--- src/hw/rtl/stscan_pkg.sv ---
// Shared types, codes and the punctuation lookup for the source token scanner.
package stscan_pkg;

    // Default counter widths
    localparam int OFFSET_WIDTH_DEF = 32;
    localparam int LENGTH_WIDTH_DEF = 16;
    localparam int LINE_WIDTH_DEF   = 24;

    localparam int KIND_WIDTH = 4;
    localparam int BYTE_WIDTH = 8;

    // Scan modes
    typedef enum logic [2:0] {
        MODE_TEXT   = 3'd0,
        MODE_SLASH  = 3'd1,
        MODE_LINE   = 3'd2,
        MODE_BLOCK  = 3'd3,
        MODE_STAR   = 3'd4,
        MODE_QUOTE  = 3'd5,
        MODE_ESCAPE = 3'd6
    } mode_t;

    // Token kinds outside the punctuation range
    localparam logic [KIND_WIDTH-1:0] KIND_COMMENT = 4'd10;
    localparam logic [KIND_WIDTH-1:0] KIND_ERROR   = 4'd11;

    // Character codes
    localparam logic [BYTE_WIDTH-1:0] CHAR_SLASH     = 8'h2F;
    localparam logic [BYTE_WIDTH-1:0] CHAR_STAR      = 8'h2A;
    localparam logic [BYTE_WIDTH-1:0] CHAR_QUOTE     = 8'h22;
    localparam logic [BYTE_WIDTH-1:0] CHAR_BACKSLASH = 8'h5C;
    localparam logic [BYTE_WIDTH-1:0] CHAR_NEWLINE   = 8'h0A;
    localparam logic [BYTE_WIDTH-1:0] CHAR_LPAREN    = 8'h28;
    localparam logic [BYTE_WIDTH-1:0] CHAR_RPAREN    = 8'h29;
    localparam logic [BYTE_WIDTH-1:0] CHAR_LBRACE    = 8'h7B;
    localparam logic [BYTE_WIDTH-1:0] CHAR_RBRACE    = 8'h7D;
    localparam logic [BYTE_WIDTH-1:0] CHAR_COMMA     = 8'h2C;
    localparam logic [BYTE_WIDTH-1:0] CHAR_DOT       = 8'h2E;
    localparam logic [BYTE_WIDTH-1:0] CHAR_MINUS     = 8'h2D;
    localparam logic [BYTE_WIDTH-1:0] CHAR_PLUS      = 8'h2B;
    localparam logic [BYTE_WIDTH-1:0] CHAR_SEMI      = 8'h3B;

    // Map a byte to its punctuation kind; anything else maps to the error kind
    function automatic logic [KIND_WIDTH-1:0] punct_kind(input logic [BYTE_WIDTH-1:0] c);
        logic [KIND_WIDTH-1:0] k;
        begin
            case (c)
                CHAR_LPAREN: k = 4'd0;
                CHAR_RPAREN: k = 4'd1;
                CHAR_LBRACE: k = 4'd2;
                CHAR_RBRACE: k = 4'd3;
                CHAR_COMMA:  k = 4'd4;
                CHAR_DOT:    k = 4'd5;
                CHAR_MINUS:  k = 4'd6;
                CHAR_PLUS:   k = 4'd7;
                CHAR_SEMI:   k = 4'd8;
                CHAR_STAR:   k = 4'd9;
                default:     k = KIND_ERROR;
            endcase
            return k;
        end
    endfunction

endpackage

--- src/hw/rtl/source_token_scanner_unit.sv ---
// Source token scanner: one byte per word in, at most one token word out.
//
// Usage:
//   Input channel (in_valid/in_ready) carries text_byte and first_byte.
//   Set first_byte on the first byte of a new text; it clears the scan
//   mode, byte offset, comment length and line count before that byte.
//   Output channel (out_valid/out_ready) carries token_kind, token_start,
//   token_length, token_line and bad_byte. Bytes that give no token
//   (newlines, string bodies, comment bodies) produce no output word.
// Timing:
//   An input register holds the accepted byte; the combinational scan logic
//   then loads the output register. A token word passes through the input
//   register and then the output register. One byte is taken every cycle
//   unless a byte that gives a token waits on a full output register.
// Reset:
//   rst_n clears the valid flags of both registers and all scan state to plain text at zero.
// Stall:
//   While the output word waits, a byte that gives no token still moves
//   on; a byte that gives a token holds in the input register and input
//   ready drops until the receiver takes the waiting word.
module source_token_scanner_unit #(
    parameter int OFFSET_WIDTH = stscan_pkg::OFFSET_WIDTH_DEF,
    parameter int LENGTH_WIDTH = stscan_pkg::LENGTH_WIDTH_DEF,
    parameter int LINE_WIDTH   = stscan_pkg::LINE_WIDTH_DEF
) (
    input  logic                                  clk,
    input  logic                                  rst_n,
    input  logic                                  in_valid,
    output logic                                  in_ready,
    input  logic [stscan_pkg::BYTE_WIDTH-1:0]     text_byte,
    input  logic                                  first_byte,
    output logic                                  out_valid,
    input  logic                                  out_ready,
    output logic [stscan_pkg::KIND_WIDTH-1:0]     token_kind,
    output logic [OFFSET_WIDTH-1:0]               token_start,
    output logic [LENGTH_WIDTH-1:0]               token_length,
    output logic [LINE_WIDTH-1:0]                 token_line,
    output logic [stscan_pkg::BYTE_WIDTH-1:0]     bad_byte
);

    localparam int SUB_W = (OFFSET_WIDTH > LENGTH_WIDTH) ? OFFSET_WIDTH : LENGTH_WIDTH;
    localparam logic [LENGTH_WIDTH-1:0] LEN_MAX  = '1;
    localparam logic [LINE_WIDTH-1:0]   LINE_MAX = '1;

    // Input register
    logic                              in_valid_reg;
    logic [stscan_pkg::BYTE_WIDTH-1:0] byte_reg;
    logic                              first_reg;

    // Scan state
    stscan_pkg::mode_t         mode_reg, mode_next;
    logic [OFFSET_WIDTH-1:0]   offset_reg, offset_next;
    logic [LENGTH_WIDTH-1:0]   length_reg, length_next;
    logic [LINE_WIDTH-1:0]     line_reg, line_next;

    // Output register
    logic                              out_valid_reg;
    logic [stscan_pkg::KIND_WIDTH-1:0] kind_reg;
    logic [OFFSET_WIDTH-1:0]           start_reg;
    logic [LENGTH_WIDTH-1:0]           len_out_reg;
    logic [LINE_WIDTH-1:0]             line_out_reg;
    logic [stscan_pkg::BYTE_WIDTH-1:0] bad_reg;

    // Effective state for the byte in the input register
    stscan_pkg::mode_t         cur_mode;
    logic [OFFSET_WIDTH-1:0]   cur_off;
    logic [LENGTH_WIDTH-1:0]   cur_len;
    logic [LINE_WIDTH-1:0]     cur_row;
    logic [LENGTH_WIDTH-1:0]   len_inc1, len_inc2;
    logic [LINE_WIDTH-1:0]     line_inc;
    logic [SUB_W-1:0]          off_wide, len_wide, start_line_w, start_block_w;

    // Result of the scan logic
    logic                              has_res;
    logic [stscan_pkg::KIND_WIDTH-1:0] res_kind;
    logic [OFFSET_WIDTH-1:0]           res_start;
    logic [LENGTH_WIDTH-1:0]           res_len;
    logic [stscan_pkg::BYTE_WIDTH-1:0] res_bad;

    logic advance, fire;

    // Handshake control
    assign advance  = !out_valid_reg || out_ready;
    assign fire     = in_valid_reg && (advance || !has_res);
    assign in_ready = !in_valid_reg || fire;

    // Clear state on the first byte of a new text
    always_comb
    begin
        cur_mode = first_reg ? stscan_pkg::MODE_TEXT : mode_reg;
        cur_off  = first_reg ? '0 : offset_reg;
        cur_len  = first_reg ? '0 : length_reg;
        cur_row  = first_reg ? '0 : line_reg;
    end

    // Saturating increments and comment start offsets
    always_comb
    begin
        len_inc1      = (cur_len == LEN_MAX) ? cur_len : cur_len + LENGTH_WIDTH'(1);
        len_inc2      = (cur_len >= LEN_MAX - LENGTH_WIDTH'(1)) ? LEN_MAX
                                                                : cur_len + LENGTH_WIDTH'(2);
        line_inc      = (cur_row == LINE_MAX) ? cur_row : cur_row + LINE_WIDTH'(1);
        off_wide      = SUB_W'(cur_off);
        len_wide      = SUB_W'(cur_len);
        start_line_w  = off_wide - len_wide;
        start_block_w = off_wide - len_wide - SUB_W'(1);
    end

    // Next scan mode
    always_comb
    begin
        mode_next = cur_mode;
        case (cur_mode)
            stscan_pkg::MODE_SLASH:
            begin
                if (byte_reg == stscan_pkg::CHAR_SLASH)
                    mode_next = stscan_pkg::MODE_LINE;
                else if (byte_reg == stscan_pkg::CHAR_STAR)
                    mode_next = stscan_pkg::MODE_BLOCK;
                else
                    mode_next = stscan_pkg::MODE_TEXT;
            end
            stscan_pkg::MODE_LINE:
            begin
                if (byte_reg == stscan_pkg::CHAR_NEWLINE)
                    mode_next = stscan_pkg::MODE_TEXT;
            end
            stscan_pkg::MODE_BLOCK:
            begin
                if (byte_reg == stscan_pkg::CHAR_STAR)
                    mode_next = stscan_pkg::MODE_STAR;
            end
            stscan_pkg::MODE_STAR:
            begin
                if (byte_reg == stscan_pkg::CHAR_SLASH)
                    mode_next = stscan_pkg::MODE_TEXT;
                else if (byte_reg != stscan_pkg::CHAR_STAR)
                    mode_next = stscan_pkg::MODE_BLOCK;
            end
            stscan_pkg::MODE_QUOTE:
            begin
                if (byte_reg == stscan_pkg::CHAR_QUOTE)
                    mode_next = stscan_pkg::MODE_TEXT;
                else if (byte_reg == stscan_pkg::CHAR_BACKSLASH)
                    mode_next = stscan_pkg::MODE_ESCAPE;
            end
            stscan_pkg::MODE_ESCAPE:
            begin
                mode_next = stscan_pkg::MODE_QUOTE;
            end
            default:
            begin
                if (byte_reg == stscan_pkg::CHAR_SLASH)
                    mode_next = stscan_pkg::MODE_SLASH;
                else if (byte_reg == stscan_pkg::CHAR_QUOTE)
                    mode_next = stscan_pkg::MODE_QUOTE;
                else
                    mode_next = stscan_pkg::MODE_TEXT;
            end
        endcase
    end

    // Counters and result word
    always_comb
    begin
        offset_next = cur_off + OFFSET_WIDTH'(1);
        length_next = cur_len;
        line_next   = cur_row;
        has_res     = 1'b0;
        res_kind    = stscan_pkg::KIND_COMMENT;
        res_start   = cur_off;
        res_len     = cur_len;
        res_bad     = '0;
        case (cur_mode)
            stscan_pkg::MODE_SLASH,
            stscan_pkg::MODE_QUOTE,
            stscan_pkg::MODE_ESCAPE:
            begin
                length_next = cur_len;
            end
            stscan_pkg::MODE_LINE:
            begin
                if (byte_reg == stscan_pkg::CHAR_NEWLINE)
                begin
                    has_res     = 1'b1;
                    res_start   = start_line_w[OFFSET_WIDTH-1:0];
                    length_next = '0;
                    line_next   = line_inc;
                end
                else
                    length_next = len_inc1;
            end
            stscan_pkg::MODE_BLOCK:
            begin
                if (byte_reg != stscan_pkg::CHAR_STAR)
                    length_next = len_inc1;
            end
            stscan_pkg::MODE_STAR:
            begin
                if (byte_reg == stscan_pkg::CHAR_SLASH)
                begin
                    has_res     = 1'b1;
                    res_start   = start_block_w[OFFSET_WIDTH-1:0];
                    length_next = '0;
                end
                else if (byte_reg == stscan_pkg::CHAR_STAR)
                    length_next = len_inc1;
                else
                    length_next = len_inc2;
            end
            default:
            begin
                if (byte_reg == stscan_pkg::CHAR_NEWLINE)
                    line_next = line_inc;
                else if (byte_reg != stscan_pkg::CHAR_SLASH &&
                         byte_reg != stscan_pkg::CHAR_QUOTE)
                begin
                    has_res   = 1'b1;
                    res_kind  = stscan_pkg::punct_kind(byte_reg);
                    res_start = cur_off;
                    res_len   = LENGTH_WIDTH'(1);
                    if (res_kind == stscan_pkg::KIND_ERROR)
                        res_bad = byte_reg;
                end
            end
        endcase
    end

    // Input register control
    always_ff @(posedge clk or negedge rst_n)
    begin
        if (!rst_n)
            in_valid_reg <= 1'b0;
        else if (in_ready)
            in_valid_reg <= in_valid;
    end

    // Input register payload
    always_ff @(posedge clk)
    begin
        if (in_ready && in_valid)
        begin
            byte_reg  <= text_byte;
            first_reg <= first_byte;
        end
    end

    // Advance scan state on each consumed byte
    always_ff @(posedge clk or negedge rst_n)
    begin
        if (!rst_n)
        begin
            mode_reg   <= stscan_pkg::MODE_TEXT;
            offset_reg <= '0;
            length_reg <= '0;
            line_reg   <= '0;
        end
        else if (fire)
        begin
            mode_reg   <= mode_next;
            offset_reg <= offset_next;
            length_reg <= length_next;
            line_reg   <= line_next;
        end
    end

    // Output register control
    always_ff @(posedge clk or negedge rst_n)
    begin
        if (!rst_n)
            out_valid_reg <= 1'b0;
        else if (advance)
            out_valid_reg <= fire && has_res;
    end

    // Output register payload
    always_ff @(posedge clk)
    begin
        if (advance && fire && has_res)
        begin
            kind_reg     <= res_kind;
            start_reg    <= res_start;
            len_out_reg  <= res_len;
            line_out_reg <= cur_row;
            bad_reg      <= res_bad;
        end
    end

    assign out_valid    = out_valid_reg;
    assign token_kind   = kind_reg;
    assign token_start  = start_reg;
    assign token_length = len_out_reg;
    assign token_line   = line_out_reg;
    assign bad_byte     = bad_reg;

    // Comment length is only held while inside a comment
    a_len_idle: assert property (@(posedge clk) disable iff (!rst_n)
        (mode_reg == stscan_pkg::MODE_TEXT || mode_reg == stscan_pkg::MODE_SLASH ||
         mode_reg == stscan_pkg::MODE_QUOTE || mode_reg == stscan_pkg::MODE_ESCAPE)
        |-> length_reg == '0)
        else $error("comment length nonzero outside a comment");

    // Punctuation and error words are one byte long
    a_punct_len: assert property (@(posedge clk) disable iff (!rst_n)
        (out_valid_reg && kind_reg != stscan_pkg::KIND_COMMENT)
        |-> len_out_reg == LENGTH_WIDTH'(1))
        else $error("single-byte token with wrong length");

    // Only error words carry a bad byte
    a_bad_only_err: assert property (@(posedge clk) disable iff (!rst_n)
        (out_valid_reg && kind_reg != stscan_pkg::KIND_ERROR) |-> bad_reg == '0)
        else $error("bad byte set on a non-error word");

    // A held byte with an empty output slot always moves on
    a_no_deadlock: assert property (@(posedge clk) disable iff (!rst_n)
        (in_valid_reg && !out_valid_reg) |-> in_ready)
        else $error("input stalled with empty output register");

    // A consumed byte that makes a word shows it in the next cycle
    a_word_follows: assert property (@(posedge clk) disable iff (!rst_n)
        (fire && has_res) |=> out_valid_reg)
        else $error("token word lost");

endmodule

--- config.mk ---
export PLATFORM = sky130hd
export DESIGN_NAME = source_token_scanner_unit
export DESIGN_NICKNAME = d
export VERILOG_FILES = /design/src/hw/rtl/stscan_pkg.sv /design/src/hw/rtl/source_token_scanner_unit.sv
export SDC_FILE = /design/constraint.sdc
export NUM_CORES = 1
export LEC_CHECK = 0
export BUFFER_PORTS_ARGS = -buffer_cell sky130_fd_sc_hd__buf_2
export CAP_MARGIN = 20
export CORE_UTILIZATION = 60
export CTS_BUF_LIST = sky130_fd_sc_hd__clkbuf_4 sky130_fd_sc_hd__clkbuf_8 sky130_fd_sc_hd__clkbuf_16
export DETAILED_ROUTE_END_ITERATION = 16
export MAX_ROUTING_LAYER = met4
export PLACE_DENSITY = 0.84
export SYNTH_ARGS = -nofsm -noshare
export SYNTH_HDL_FRONTEND = slang
export SYNTH_SLANG_ARGS = --single-unit
export TNS_END_PERCENT = 20
--- constraint.sdc ---
create_clock -name clk -period 8 [get_ports clk]
set_input_delay 0.8 -clock clk [delete_from_list [all_inputs] [get_ports clk]]
set_output_delay 0.8 -clock clk [all_outputs]
set_load 0.01 [all_outputs]
# --- Word level (Yosys, flattened, before mapping) ---
# Index checks and enable logic that the tools add are counted.
word_totals:
  register_bits: 170
  inputBits: 13
  out_inout_bits: 86
  elab_cells: 105
op_classes:
  add_sub_neg: 6
  magnitude_cmp: 1
  n_eq_ne: 26
  n_mux: 40
  n_bitwise: 2
  reduce_logical: 17
op_table:
  columns: ["operator", "count"]
  rows:
  - ["2-to-1 mux 16 bit", 10]
  - ["2-to-1 mux 24 bit", 4]
  - ["2-to-1 mux 32 bit", 3]
  - ["== test 8 x 6 -> 1 bit, second input constant", 10]
  - ["case mux 32 bit (2 select lines)", 1]
  - ["case mux 16 bit (3 select lines)", 1]
  - ["case mux 4 bit (10 select lines)", 1]
  - ["adder 32 x 1 -> 32 bit, second input constant", 1]
  - ["subtractor 32 x 1 -> 32 bit, second input constant", 1]
  - ["subtractor 32 x 16 -> 32 bit", 1]
  - ["2-to-1 mux 3 bit", 9]
  - ["adder 24 x 1 -> 24 bit, second input constant", 1]
  - ["== test 24 bit, second input constant", 1]
  - ["== test 8 x 7 -> 1 bit, second input constant", 3]
  - ["inequality test 8 x 6 -> 1 bit, second input constant", 3]
  - ["case mux 3 bit (6 select lines)", 1]
  - ["adder 16 x 1 -> 16 bit, second input constant", 1]
  - ["adder 16 x 2 -> 16 bit, second input constant", 1]
  - ["== test 16 bit, second input constant", 1]
  - ["greater-or-equal comparator 16 bit, second input constant", 1]
  - ["2-to-1 mux 4 bit", 3]
  - ["== test 3 bit, second input constant", 3]
  - ["OR reduction 9 bit", 1]
  - ["== test 8 x 4 -> 1 bit, second input constant", 1]
  - ["14 further kinds", 29]

# --- Longest topological paths before layout ---
# Gate-level depths: netlist of the first run.
logic_depth:
  ltp_word: 10
  ltp_mapped: 24

# --- Least setup slack after synthesis of the first run ---
# Ideal clock, no wire load.
synth_path:
  path_kind: "reg2reg"
  start: "register byte_reg[1] (netlist name)"
  end: "register bad_reg (netlist bit bad_byte[0]), enable pin"
  arrival_time_ns: 5.816
  slack_ns: 1.648
  path_stages_with_launch: 9
  n_path_buf: 2
  cell_sequence: "edfxtp_1 > clkbuf_1 > or3b_2 > or3_1 > buf_1 > a31o_2 > nor2_1 > o21ai_0 > nor2b_1"
synth_via:
  elab_chain_cells: 10
  elab_cells_between_ends: 15
synth_lines:
  columns: ["element", "line_no", "rtl"]
  rows:
  - ["start: declaration", "source_token_scanner_unit.sv:47", "logic [stscan_pkg::BYTE_WIDTH-1:0] byte_reg;"]
  - ["start signal: assignment", "source_token_scanner_unit.sv:243", "byte_reg <= text_byte;"]
  - ["inequality test 8 x 6 -> 1 bit, on equally long branches", "source_token_scanner_unit.sv:215, source_token_scanner_unit.sv:216", null]
  - ["logical AND 1 bit", "source_token_scanner_unit.sv:215", "else if (byte_reg != stscan_pkg::CHAR_SLASH &&"]
  - ["2-to-1 mux 1 bit", "source_token_scanner_unit.sv:215", null]
  - ["2-to-1 mux 1 bit", "source_token_scanner_unit.sv:213", "if (byte_reg == stscan_pkg::CHAR_NEWLINE)"]
  - ["case mux 1 bit (3 select lines) *", "source_token_scanner_unit.sv:174", "case (cur_mode)"]
  - ["zero test 1 bit", "source_token_scanner_unit.sv:84", "assign fire = in_valid_reg && (advance || !has_res);"]
  - ["logical OR 1 bit", "source_token_scanner_unit.sv:84", null]
  - ["logical AND 1 bit", "source_token_scanner_unit.sv:84", null]
  - ["logical AND 1 bit", "source_token_scanner_unit.sv:279", "if (advance && fire && has_res)"]
  - ["logical AND 1 bit *", "source_token_scanner_unit.sv:279", null]
  - ["end signal: assignment", "source_token_scanner_unit.sv:285", "bad_reg <= res_bad;"]
  - ["end: declaration", "source_token_scanner_unit.sv:62", "logic [stscan_pkg::BYTE_WIDTH-1:0] bad_reg;"]
# Mark *: on every way between the ends. The rest lies on a longest branch, timed or not.
# A chain may end at the register's enable or synchronous reset.

# --- Worst setup path after layout of the first run ---
layout_path:
  start: "register first_reg"
  end: "register start_reg[30], in the netlist token_start[30] (data pin)"
layout_via:
  elab_chain_cells: 5
  elab_cells_between_ends: 10
layout_lines:
  columns: ["element", "line_no", "rtl"]
  rows:
  - ["start: declaration", "source_token_scanner_unit.sv:48", "logic first_reg;"]
  - ["start signal: assignment", "source_token_scanner_unit.sv:244", "first_reg <= first_byte;"]
  - ["2-to-1 mux 32 bit or 2-to-1 mux 16 bit (tied branches)", "source_token_scanner_unit.sv:91, source_token_scanner_unit.sv:92", null]
  - ["subtractor 32 x 16 -> 32 bit", "source_token_scanner_unit.sv:105, source_token_scanner_unit.sv:106", null]
  - ["subtractor 32 x 1 -> 32 bit", "source_token_scanner_unit.sv:106", "start_block_w = off_wide - len_wide - SUB_W'(1);"]
  - ["2-to-1 mux 32 bit", "source_token_scanner_unit.sv:200", "if (byte_reg == stscan_pkg::CHAR_SLASH)"]
  - ["case mux 32 bit (2 select lines) *", "source_token_scanner_unit.sv:174", null]
  - ["via res_start[30]", "source_token_scanner_unit.sv:76", "logic [OFFSET_WIDTH-1:0] res_start;"]
  - ["end signal: assignment", "source_token_scanner_unit.sv:282", "start_reg <= res_start;"]
  - ["end: declaration", "source_token_scanner_unit.sv:59", "logic [OFFSET_WIDTH-1:0] start_reg;"]
# Mark *: on every way through the listed nets, which the timed path passes. The rest lies on a longest branch.

==> results of run 1 <==
-- Yosys cell counts (4+ instances only) --
master / count / area share (%)
nor3b_1: 4 / 0.26
nand3_1: 45 / 2.0
ha_1: 10 / 1.1
a21o_1: 9 / 0.59
o21a_1: 10 / 0.66
nand2_1: 173 / 5.7
o21ai_1: 12 / 0.53
a32oi_1: 6 / 0.46
nor2_1: 116 / 3.8
inv_1: 29 / 0.96
o211ai_1: 6 / 0.40
and3_1: 14 / 0.77
xnor2_1: 52 / 4.0
nor2b_1: 54 / 3.0
a221o_1: 6 / 0.53
buf_1: 9 / 0.30
o21ai_0: 86 / 3.8
and2_1: 28 / 1.5
clkbuf_1: 49 / 1.6
nor3_1: 44 / 1.9
edfxtp_1: 93 / 25
xor2_1: 28 / 2.2
o221ai_1: 12 / 0.92
a211o_1: 4 / 0.31
o22ai_1: 7 / 0.38
dfrtp_1: 77 / 17
buf_4: 8 / 0.53
a211oi_1: 7 / 0.46
a31oi_1: 15 / 0.82
buf_2: 15 / 0.66
a22oi_1: 13 / 0.86
nor4_1: 16 / 0.88
a21oi_1: 96 / 4.2
or2_2: 11 / 0.60
a31o_2: 5 / 0.38
or3_1: 13 / 0.71
o31a_1: 5 / 0.38
nand2b_1: 24 / 1.3
nand4_1: 16 / 0.88
mux2i_1: 10 / 0.88
o31ai_1: 5 / 0.33
-- layout by cell type (no fill, tap or decap), drive strengths merged, types with 7 or more instances in the layout --
| cell | synthesis | final |
|---|---|---|
| nor2 | 116 | 116 |
| a211oi | 7 | 7 |
| nand2 | 173 | 173 |
| nand2b | 24 | 24 |
| nor3 | 46 | 46 |
| edfxtp | 93 | 93 |
| a22oi | 14 | 14 |
| clkbuf | 49 | 18 |
| o22ai | 8 | 8 |
| a31oi | 15 | 15 |
| nand3 | 46 | 46 |
| nor4 | 18 | 18 |
| o21a | 10 | 10 |
| nor2b | 54 | 54 |
| and2 | 29 | 29 |
| or3 | 13 | 13 |
| o21ai | 99 | 99 |
| a21o | 9 | 9 |
| mux2i | 10 | 10 |
| a21oi | 97 | 97 |
| dfrtp | 77 | 77 |
| o221ai | 12 | 12 |
| nand4 | 16 | 16 |
| xor2 | 29 | 29 |
| or2 | 13 | 13 |
| buf | 34 | 112 |
| and3 | 15 | 15 |
| xnor2 | 55 | 55 |
| ha | 10 | 10 |
| inv | 31 | 39 |
-- worst max path at each step --
| stage | startpoint | end |
|---|---|---|
| 6_report | first_reg | token_start[30] |
| 5_1_grt | first_reg | token_start[30] |
| 4_1_cts | first_reg | token_start[30] |
| 3_5_place_dp | first_reg | token_start[30] |
| 3_3_place_gp | first_reg | token_start[30] |
| 2_1_floorplan | byte_reg[1] | bad_byte[0] |
-- per-stage QoR --
stage	instance area (um2)	setup WS, ns	hold slack (ns)	total power, mW	cells
3_3_place_gp	11900	3.14	0.484	2.38	1582
3_5_place_dp	12000	3.07	0.505	2.41	1583
6_report	12600	2.93	0.502	3.28	1616
4_1_cts	12500	3.04	0.525	3.25	1615
2_1_floorplan	11400	1.65	0.462	2.09	1321
5_1_grt	12600	2.56	0.524	3.43	1616
-- power breakdown --
part / switching, mW / internal (mW) / total, mW
registers: 0.110 / 1.10 / 1.21
clock network: 0.389 / 0.451 / 0.840
logic: 0.791 / 0.431 / 1.22
-- cells by family after synthesis --
group           Yosys count  synth area share (%)
fa+ha+maj                11                  1.20
buf+inv                 114                  4.32
xor+xnor                 84                  6.72
flops                   170                  41.4
mux                      11                 0.978
compound gates          349                  19.9
simple gates            582                  25.4
-- metal layers --
metal / track usage, % / up-vias / part of all wire, %
met4: 9.25 / 0 / 1.7
met5: - / - / 0
met1: 47.0 / 4894 / 46
met2: 47.2 / 544 / 44
li1: - / 4877 / -
met3: 5.40 / 48 / 8.9
-- final cells by class --
cell class / instances / area, um2
well taps: 234 / 293
multi-input cells: 1037 / 6200
flip-flops and latches: 170 / 4720
clock buffers: 18 / 439
fillers: 1541 / 6080
clock inverters: 14 / 151
inverters: 31 / 116
repair buffers: 112 / 643
==> flow_metrics.tcl, run 1 <==
set metrics [dict create \
    fin_worst_skew_ns 0.0134 \
    row_count 50 \
    cts_hold_buf 0 \
    maxSlewViolCount 0 \
    synth_warnings 0 \
    first_pass_iters 8 \
    grt_pass1_wl_mm 48.9 \
    seq_area_frac_synth_pct 41.4 \
    synth_cell_types 92 \
    report.final.setup_viol 0 \
    slew_headroom_pct 32.2 \
    ant_nets 0 \
    post_cts_resized 0 \
    rsz0062_at_grt "false" \
    worstPathRequired_ns 8.15 \
    clk_pin_slew_worst_paths_ns 0.08 \
    yosys_most_used_dff "edfxtp_1" \
    num_antenna_cells 0 \
    die_y_um 140 \
    rrSetupSlack_ns 2.93 \
    cts-root-buf "clkbuf_16" \
    clock_latency_ns 0.44 \
    clockBufferDepth 2 \
    power.density_nw_per_um2 261 \
    fin_crit_ns 5.07 \
    run_status "finished, final reports clean" \
    cpMaxStageDelayCell "a2111oi_1" \
    syn_nets 1344 \
    vdd_drop_max_uv 153 \
    gr-total-overflow 0 \
    worst_pin_slew_ns 1.02 \
    cp-end-kind "flop" \
    start_util_pct 61.1 \
    h-tree-depth 4 \
    core_area_um2 18600 \
    start_kind "flop" \
    dp_hpwl_mm 21.3 \
    cp_max_fo 31 \
    routedWlPerCell_um 18.8 \
    cp_num_cells 14 \
    antenna_found_initial 0 \
    crit_family "compound AO/OA/AOI/OAI gates" \
    cts.sinks 170 \
    hold_path_class "input port to asynchronous set/reset pin" \
    worst-setup-path-type "flop to flop" \
    r2r_cells 14 \
    dieArea_um2 19500 \
    fmax_mhz 197 \
    place_congestion 0.991 \
    synthesis.area_um2 11400 \
    fin_util_pct 67.4 \
    regToRegEndpoint "token_start[30]" \
    vias 10363 \
    cts_tree "built" \
    path_cells "inv_2 > nand2_1 > ha_1 > a21o_1 > a21oi_1 > a21boi_1 > nor2_1 > o21ai_0 > nand4_1 > a2111oi_1 > nand2_1 > nor4_1 > xor2_1 > o221ai_1" \
    hold_violations 0 \
    arrival_ns 5.22 \
    synth_area_per_cell_um2 8.62 \
    io_pins 99 \
    fin_nets 1392 \
    synth-edff-count 93 \
    ys_ff_latch 170 \
    die_x_um 140 \
    cts_setup_buffers 0 \
    grt_use_total_pct 32.6 \
    drc_errors 0 \
    total_leakage_power_nw 4.74 \
    area_delta_synth_final_pct 10.3 \
    vias_per_cell 6.41 \
    max_stage_delay_ns 0.61 \
    r2r-start "first_reg" \
    crit_buf_inv 1 \
    drive_gt1_share_pct 13.5 \
    finalSetupTns_ns 0 \
    grt_pass1_vias 9386 \
    max_cap_viol_count 0 \
    fin_crit_sh_pct 63.4 \
    cp_common_cell "nand2_1" \
    drtIter0Drc 999 \
    cts_buffers 17 \
    wirelength_mm 30.4 \
    synthArstFlopShare_pct 45.3 \
    io_buffers 98 \
    grt_max_degree 136 \
    syn-instance-count 1321 \
]
No activity file was read; power rests on OpenSTA's default activity.
==> run 2, diff against run 1 <==
Clock period 8 ns to 4.67 ns, I/O delays scaled along.
==> run 2 against run 1 <==
  * Sequential share of layout area down 0.66 points
  * Core utilization up 1.2 points
  * Total power up 75%
  * Critical path depth unchanged
  * Register-to-register slack worse by 2.7 ns
  * Combinational power up 80%
  * Largest power group unchanged
==> flow_metrics.tcl, run 2 (synthesis gave the netlist of run 1 again) <==
set metrics [dict create \
    run_status "finished, final reports clean" \
    cts_setup_buffers 0 \
    cp-end-kind "flop" \
    path_cells "buf_12 > nand2b_1 > ha_1 > and3_1 > a311o_1 > a221oi_4 > xor2_2 > o21ai_2 > a2111o_1 > nor4_4 > and3_4 > nand4b_1 > xnor2_1 > o221ai_1" \
    routedWlPerCell_um 18.8 \
    row_count 50 \
    dpl.cell_count 1602 \
    grt_use_met3_pct 5.61 \
    power.density_nw_per_um2 448 \
    grt_pass1_vias 9277 \
    cpMaxStageDelayCell "a2111o_1" \
    fin_crit_sh_pct 94.8 \
    place_congestion 0.969 \
    vias_per_cell 6.37 \
    total_leakage_power_nw 4.86 \
    report.final.setup_viol 0 \
    crit_family "compound AO/OA/AOI/OAI gates" \
    rrSetupSlack_ns 0.24 \
    start_util_pct 61.1 \
    maxSlewViolCount 0 \
    slew_headroom_pct 27.6 \
    io_pins 99 \
    drive_gt1_share_pct 15.3 \
    fin_nets 1412 \
    grt_pass1_wl_mm 49.1 \
    dieArea_um2 19500 \
    h-tree-depth 4 \
    worstSetupStartpoint "first_reg" \
    die_y_um 140 \
    clock_latency_ns 0.45 \
    clk_pin_slew_worst_paths_ns 0.08 \
    first_pass_iters 6 \
    rsz0062_at_grt "false" \
    die_x_um 140 \
    crit_buf_inv 1 \
    cp_num_cells 14 \
    antenna_found_initial 0 \
    grtUsageMet2_pct 48.1 \
    vias 10420 \
    drc_errors 0 \
    fin_worst_skew_ns 0.0130 \
    worstSetupEndpoint "token_start[31]" \
    setup_slack_ns 0.241 \
    fmax_mhz 226 \
    drtIter0Drc 1053 \
    grt_busiest_layer "met2" \
    gr-total-overflow 0 \
    whs_ns 0.203 \
    fin_crit_ns 4.43 \
    met1_usage_pct 46.7 \
    dp_hpwl_mm 21.6 \
    final_common_cell "nand2_1" \
    grt_max_degree 95 \
    start_kind "flop" \
    max_cap_viol_count 0 \
    n_fill_cell 1482 \
    num_antenna_cells 0 \
    clockBufferDepth 2 \
    final_cell_mix "172 x nand2_1, 116 x nor2_1, 97 x buf_2" \
    max_stage_delay_ns 0.52 \
    vdd_drop_max_uv 273 \
    place_ws_ns 0.252 \
    core_area_um2 18600 \
    cts_buffers 17 \
    io_buffers 98 \
    area_delta_synth_final_pct 12.2 \
    fin_cells 1636 \
    wirelength_mm 30.8 \
    cts-root-buf "clkbuf_16" \
    grt_use_total_pct 32.7 \
    worstPathRequired_ns 4.83 \
    cts.sinks 170 \
    arrival_ns 4.59 \
    hold_path_class "input port to flop" \
    cts_tree "built" \
    worst_pin_slew_ns 1.08 \
    hold_violations 0 \
    ant_nets 0 \
    worst-setup-path-type "flop to flop" \
    r2r_cells 14 \
    regToRegEndpoint "token_start[31]" \
    cp_max_fo 43 \
    r2r-start "first_reg" \
    fin_util_pct 68.6 \
]
==> run 2: cell types whose count changed in the layout (fill, tap and decap cells not counted), moves of 2 or more <==
cell,delta
buf_4,+19
clkinv_2,-2
clkinv_8,+4
clkinvlp_4,-2
inv_12,+2
inv_4,+2
inv_8,-2
o21ai_2,+2
==> run 2: how the worst min path moves through the flow <==
stage	from	endpoint	slack (ns)	cells past startpoint
floorplan	rst_n	in_valid_reg	0.17	0
global placement	length_reg[14]	length_reg[14]	0.48	2
CTS	text_byte[5]	byte_reg[5]	0.19	1
global route	text_byte[5]	byte_reg[5]	0.20	1
finish	text_byte[0]	byte_reg[0]	0.20	1
detailed placement	length_reg[14]	length_reg[14]	0.49	2
==> run 2: area by class of cell <==
type,instances,area [um2],area share (%)
multi-input cells,1037,6250,48.9
flip-flops and latches,170,4720,36.9
clock inverters,15,186,1.46
well taps,234,293,2.29
repair buffers,132,796,6.22
clock buffers,17,425,3.33
inverters,31,119,0.930
==> run 2: per-stage QoR <==
step | cell area [um2] | power, mW | setup TNS [ns]
2_1_floorplan | 11400 | 3.59 | -0.220
3_3_place_gp | 12100 | 4.19 | 0
3_5_place_dp | 12100 | 4.23 | 0
4_1_cts | 12700 | 5.68 | 0
5_1_grt | 12800 | 5.98 | 0
6_report | 12800 | 5.73 | 0
==> run 2: power by group <==
group,internal [mW],switching [mW],leakage (nW)
clock network,0.732,0.717,0.297
logic,0.795,1.40,2.61
registers,1.89,0.194,1.95
total,3.42,2.31,4.86
==> run 2: metal layers <==
layer	part of all wire (%)	vias up	wire length [um]
li1	-	4906	-
met1	45	4906	13800
met2	45	562	13800
met3	8.9	46	2750
met4	1.5	0	461
met5	0	-	0
==> run 2: what timing repair did <==
action / CTS / global route
hold endpoints to repair: 0 / 8
gates resized for setup: 0 / 6
endpoints found under the setup margin: 0 / 5
hold buffers: 0 / 1
==> run 3, diff against run 2 <==
Settings changed: CELL_PAD_IN_SITES_DETAIL_PLACEMENT set to 0, CELL_PAD_IN_SITES_GLOBAL_PLACEMENT set to 1, CORE_UTILIZATION 60 to 46, PLACE_DENSITY 0.84 to 0.85.
==> run 3 against run 2 <==
  * Largest power group unchanged
  * Sequential cell count stayed put
  * Sequential share of layout area is 0.30 points lower
  * Clock skew is 0.0011 ns lower
  * Via count is 2.0% lower
  * Wire length is 2.8% higher
  * Setup slack better by 0.066 ns
  * Core utilization is 16 points lower
  * Cell count is 5.9% higher
  * Count of clock-buffer cells in the layout stayed put
  * Critical path type unchanged
  * Die area is 30% higher
  * Worst hold slack better by 0.00081 ns
==> flow_metrics.tcl, run 3 (synthesis gave the netlist of run 1 again) <==
set metrics [dict create \
    run_status "finished, final reports clean" \
    total_leakage_power_nw 4.88 \
    rrSetupSlack_ns 0.31 \
    first_pass_iters 5 \
    cts.sinks 170 \
    io_buffers 98 \
    power.density_nw_per_um2 440 \
    start_kind "flop" \
    cts-root-buf "clkbuf_16" \
    final_cell_mix "173 x nand2_1, 116 x nor2_1, 97 x buf_2" \
    hold_path_class "input port to flop" \
    cp_max_fo 9 \
    whs_endpoint "byte_reg[7]" \
    grt_use_total_pct 26.0 \
    whs_path_depth 1 \
    place_ws_ns 0.412 \
    whs_ns 0.204 \
    regToRegEndpoint "token_start[30]" \
    drive_gt1_share_pct 15.5 \
    fin_nets 1419 \
    fmax_mhz 229 \
    vias 10208 \
    die_y_um 159 \
    setup_slack_ns 0.307 \
    clockBufferDepth 2 \
    grt_pass1_wl_mm 51.0 \
    gr-total-overflow 0 \
    multiInputGateArea_um2 6230 \
    fin_crit_sh_pct 93.4 \
    fin_worst_skew_ns 0.0119 \
    fin_crit_ns 4.36 \
    p_total_mw 5.68 \
    grt_pass1_vias 9337 \
    drc_errors 0 \
    hold_violations 0 \
    h-tree-depth 4 \
    seqCellArea_um2 4720 \
    dp_hpwl_mm 22.6 \
    num_antenna_cells 0 \
    dieArea_um2 25400 \
    vias_per_cell 5.89 \
    arrival_ns 4.52 \
    final_common_cell "nand2_1" \
    area_delta_synth_final_pct 13.2 \
    row_count 57 \
    finalSetupTns_ns 0 \
    maxSlewViolCount 0 \
    cts_hold_buf 1 \
    core_area_um2 24300 \
    hold_path_startpoint "text_byte[7]" \
    drtIter0Drc 1242 \
    grt_max_degree 85 \
    wirelength_mm 31.6 \
    place_congestion 0.925 \
    clock_latency_ns 0.44 \
    worst_pin_slew_ns 1.09 \
    post_cts_resized 0 \
    ant_nets 0 \
    clk_pin_slew_worst_paths_ns 0.07 \
    vdd_drop_max_uv 221 \
    slew_headroom_pct 26.8 \
    n_fill_cell 2293 \
    worstPathRequired_ns 4.82 \
    rsz0062_at_grt "false" \
    cts_buffers 17 \
    antenna_found_initial 0 \
    max_cap_viol_count 0 \
    start_util_pct 46.8 \
    worst-setup-path-type "flop to flop" \
    cp-end-kind "flop" \
    cts_setup_buffers 0 \
    die_x_um 159 \
    io_pins 99 \
    cts_tree "built" \
    report.final.setup_viol 0 \
    r2r-start "first_reg" \
    r2r_cells 14 \
    routedWlPerCell_um 18.2 \
]
run 3: worst max-delay path: stages, from the launching register on:
cell       delay (ns)
edfxtp_1         0.52
nor2b_1          0.36
inv_1            0.20
ha_1             0.46
a21o_1           0.24
and2_1           0.17
or3_1            0.31
o21ai_1          0.25
nand2_1          0.22
xnor2_1          0.20
a2111oi_2        0.32
nand2_1          0.21
nor4_2           0.33
xor2_1           0.17
o221ai_1         0.13
run 3: routing by layer:
layer	wire [um]	vias to the layer above	GRT usage, %
met5	0	-	-
met4	608	0	7.95
met3	2370	52	4.40
met2	13500	445	37.4
met1	15100	4791	37.2
li1	-	4920	-
run 3: final cells by class:
class,instances,area share [%]
flip-flops and latches,170,36.6
clock inverters,15,1.17
inverters,31,0.903
well taps,324,3.14
repair buffers,139,6.52
multi-input cells,1037,48.3
clock buffers,17,3.30
run 3: report_power, final:
part,internal (mW),switching [mW],total (mW)
clock,0.714,0.702,1.42
sequential,1.89,0.182,2.07
combinational,0.803,1.38,2.19
run 3: how the worst max path moves through the flow:
stage,slack (ns),start,cells past startpoint,to
6_report,0.31,first_reg,14,token_start[30]
5_1_grt,0.12,first_reg,15,token_start[29]
4_1_cts,0.39,first_reg,14,token_start[30]
3_5_place_dp,0.41,first_reg,14,token_start[28]
3_3_place_gp,0.44,first_reg,14,token_start[30]
2_1_floorplan,-0.05,first_reg,22,token_start[31]
run 3: metrics by stage:
stage	area [um2]	util, %	instances
finish	12900	53.0	1733
global placement	12300	50.5	1697
global route	12900	53.0	1733
floorplan	11400	-	1321
detailed placement	12300	50.5	1698
CTS	12900	52.9	1731
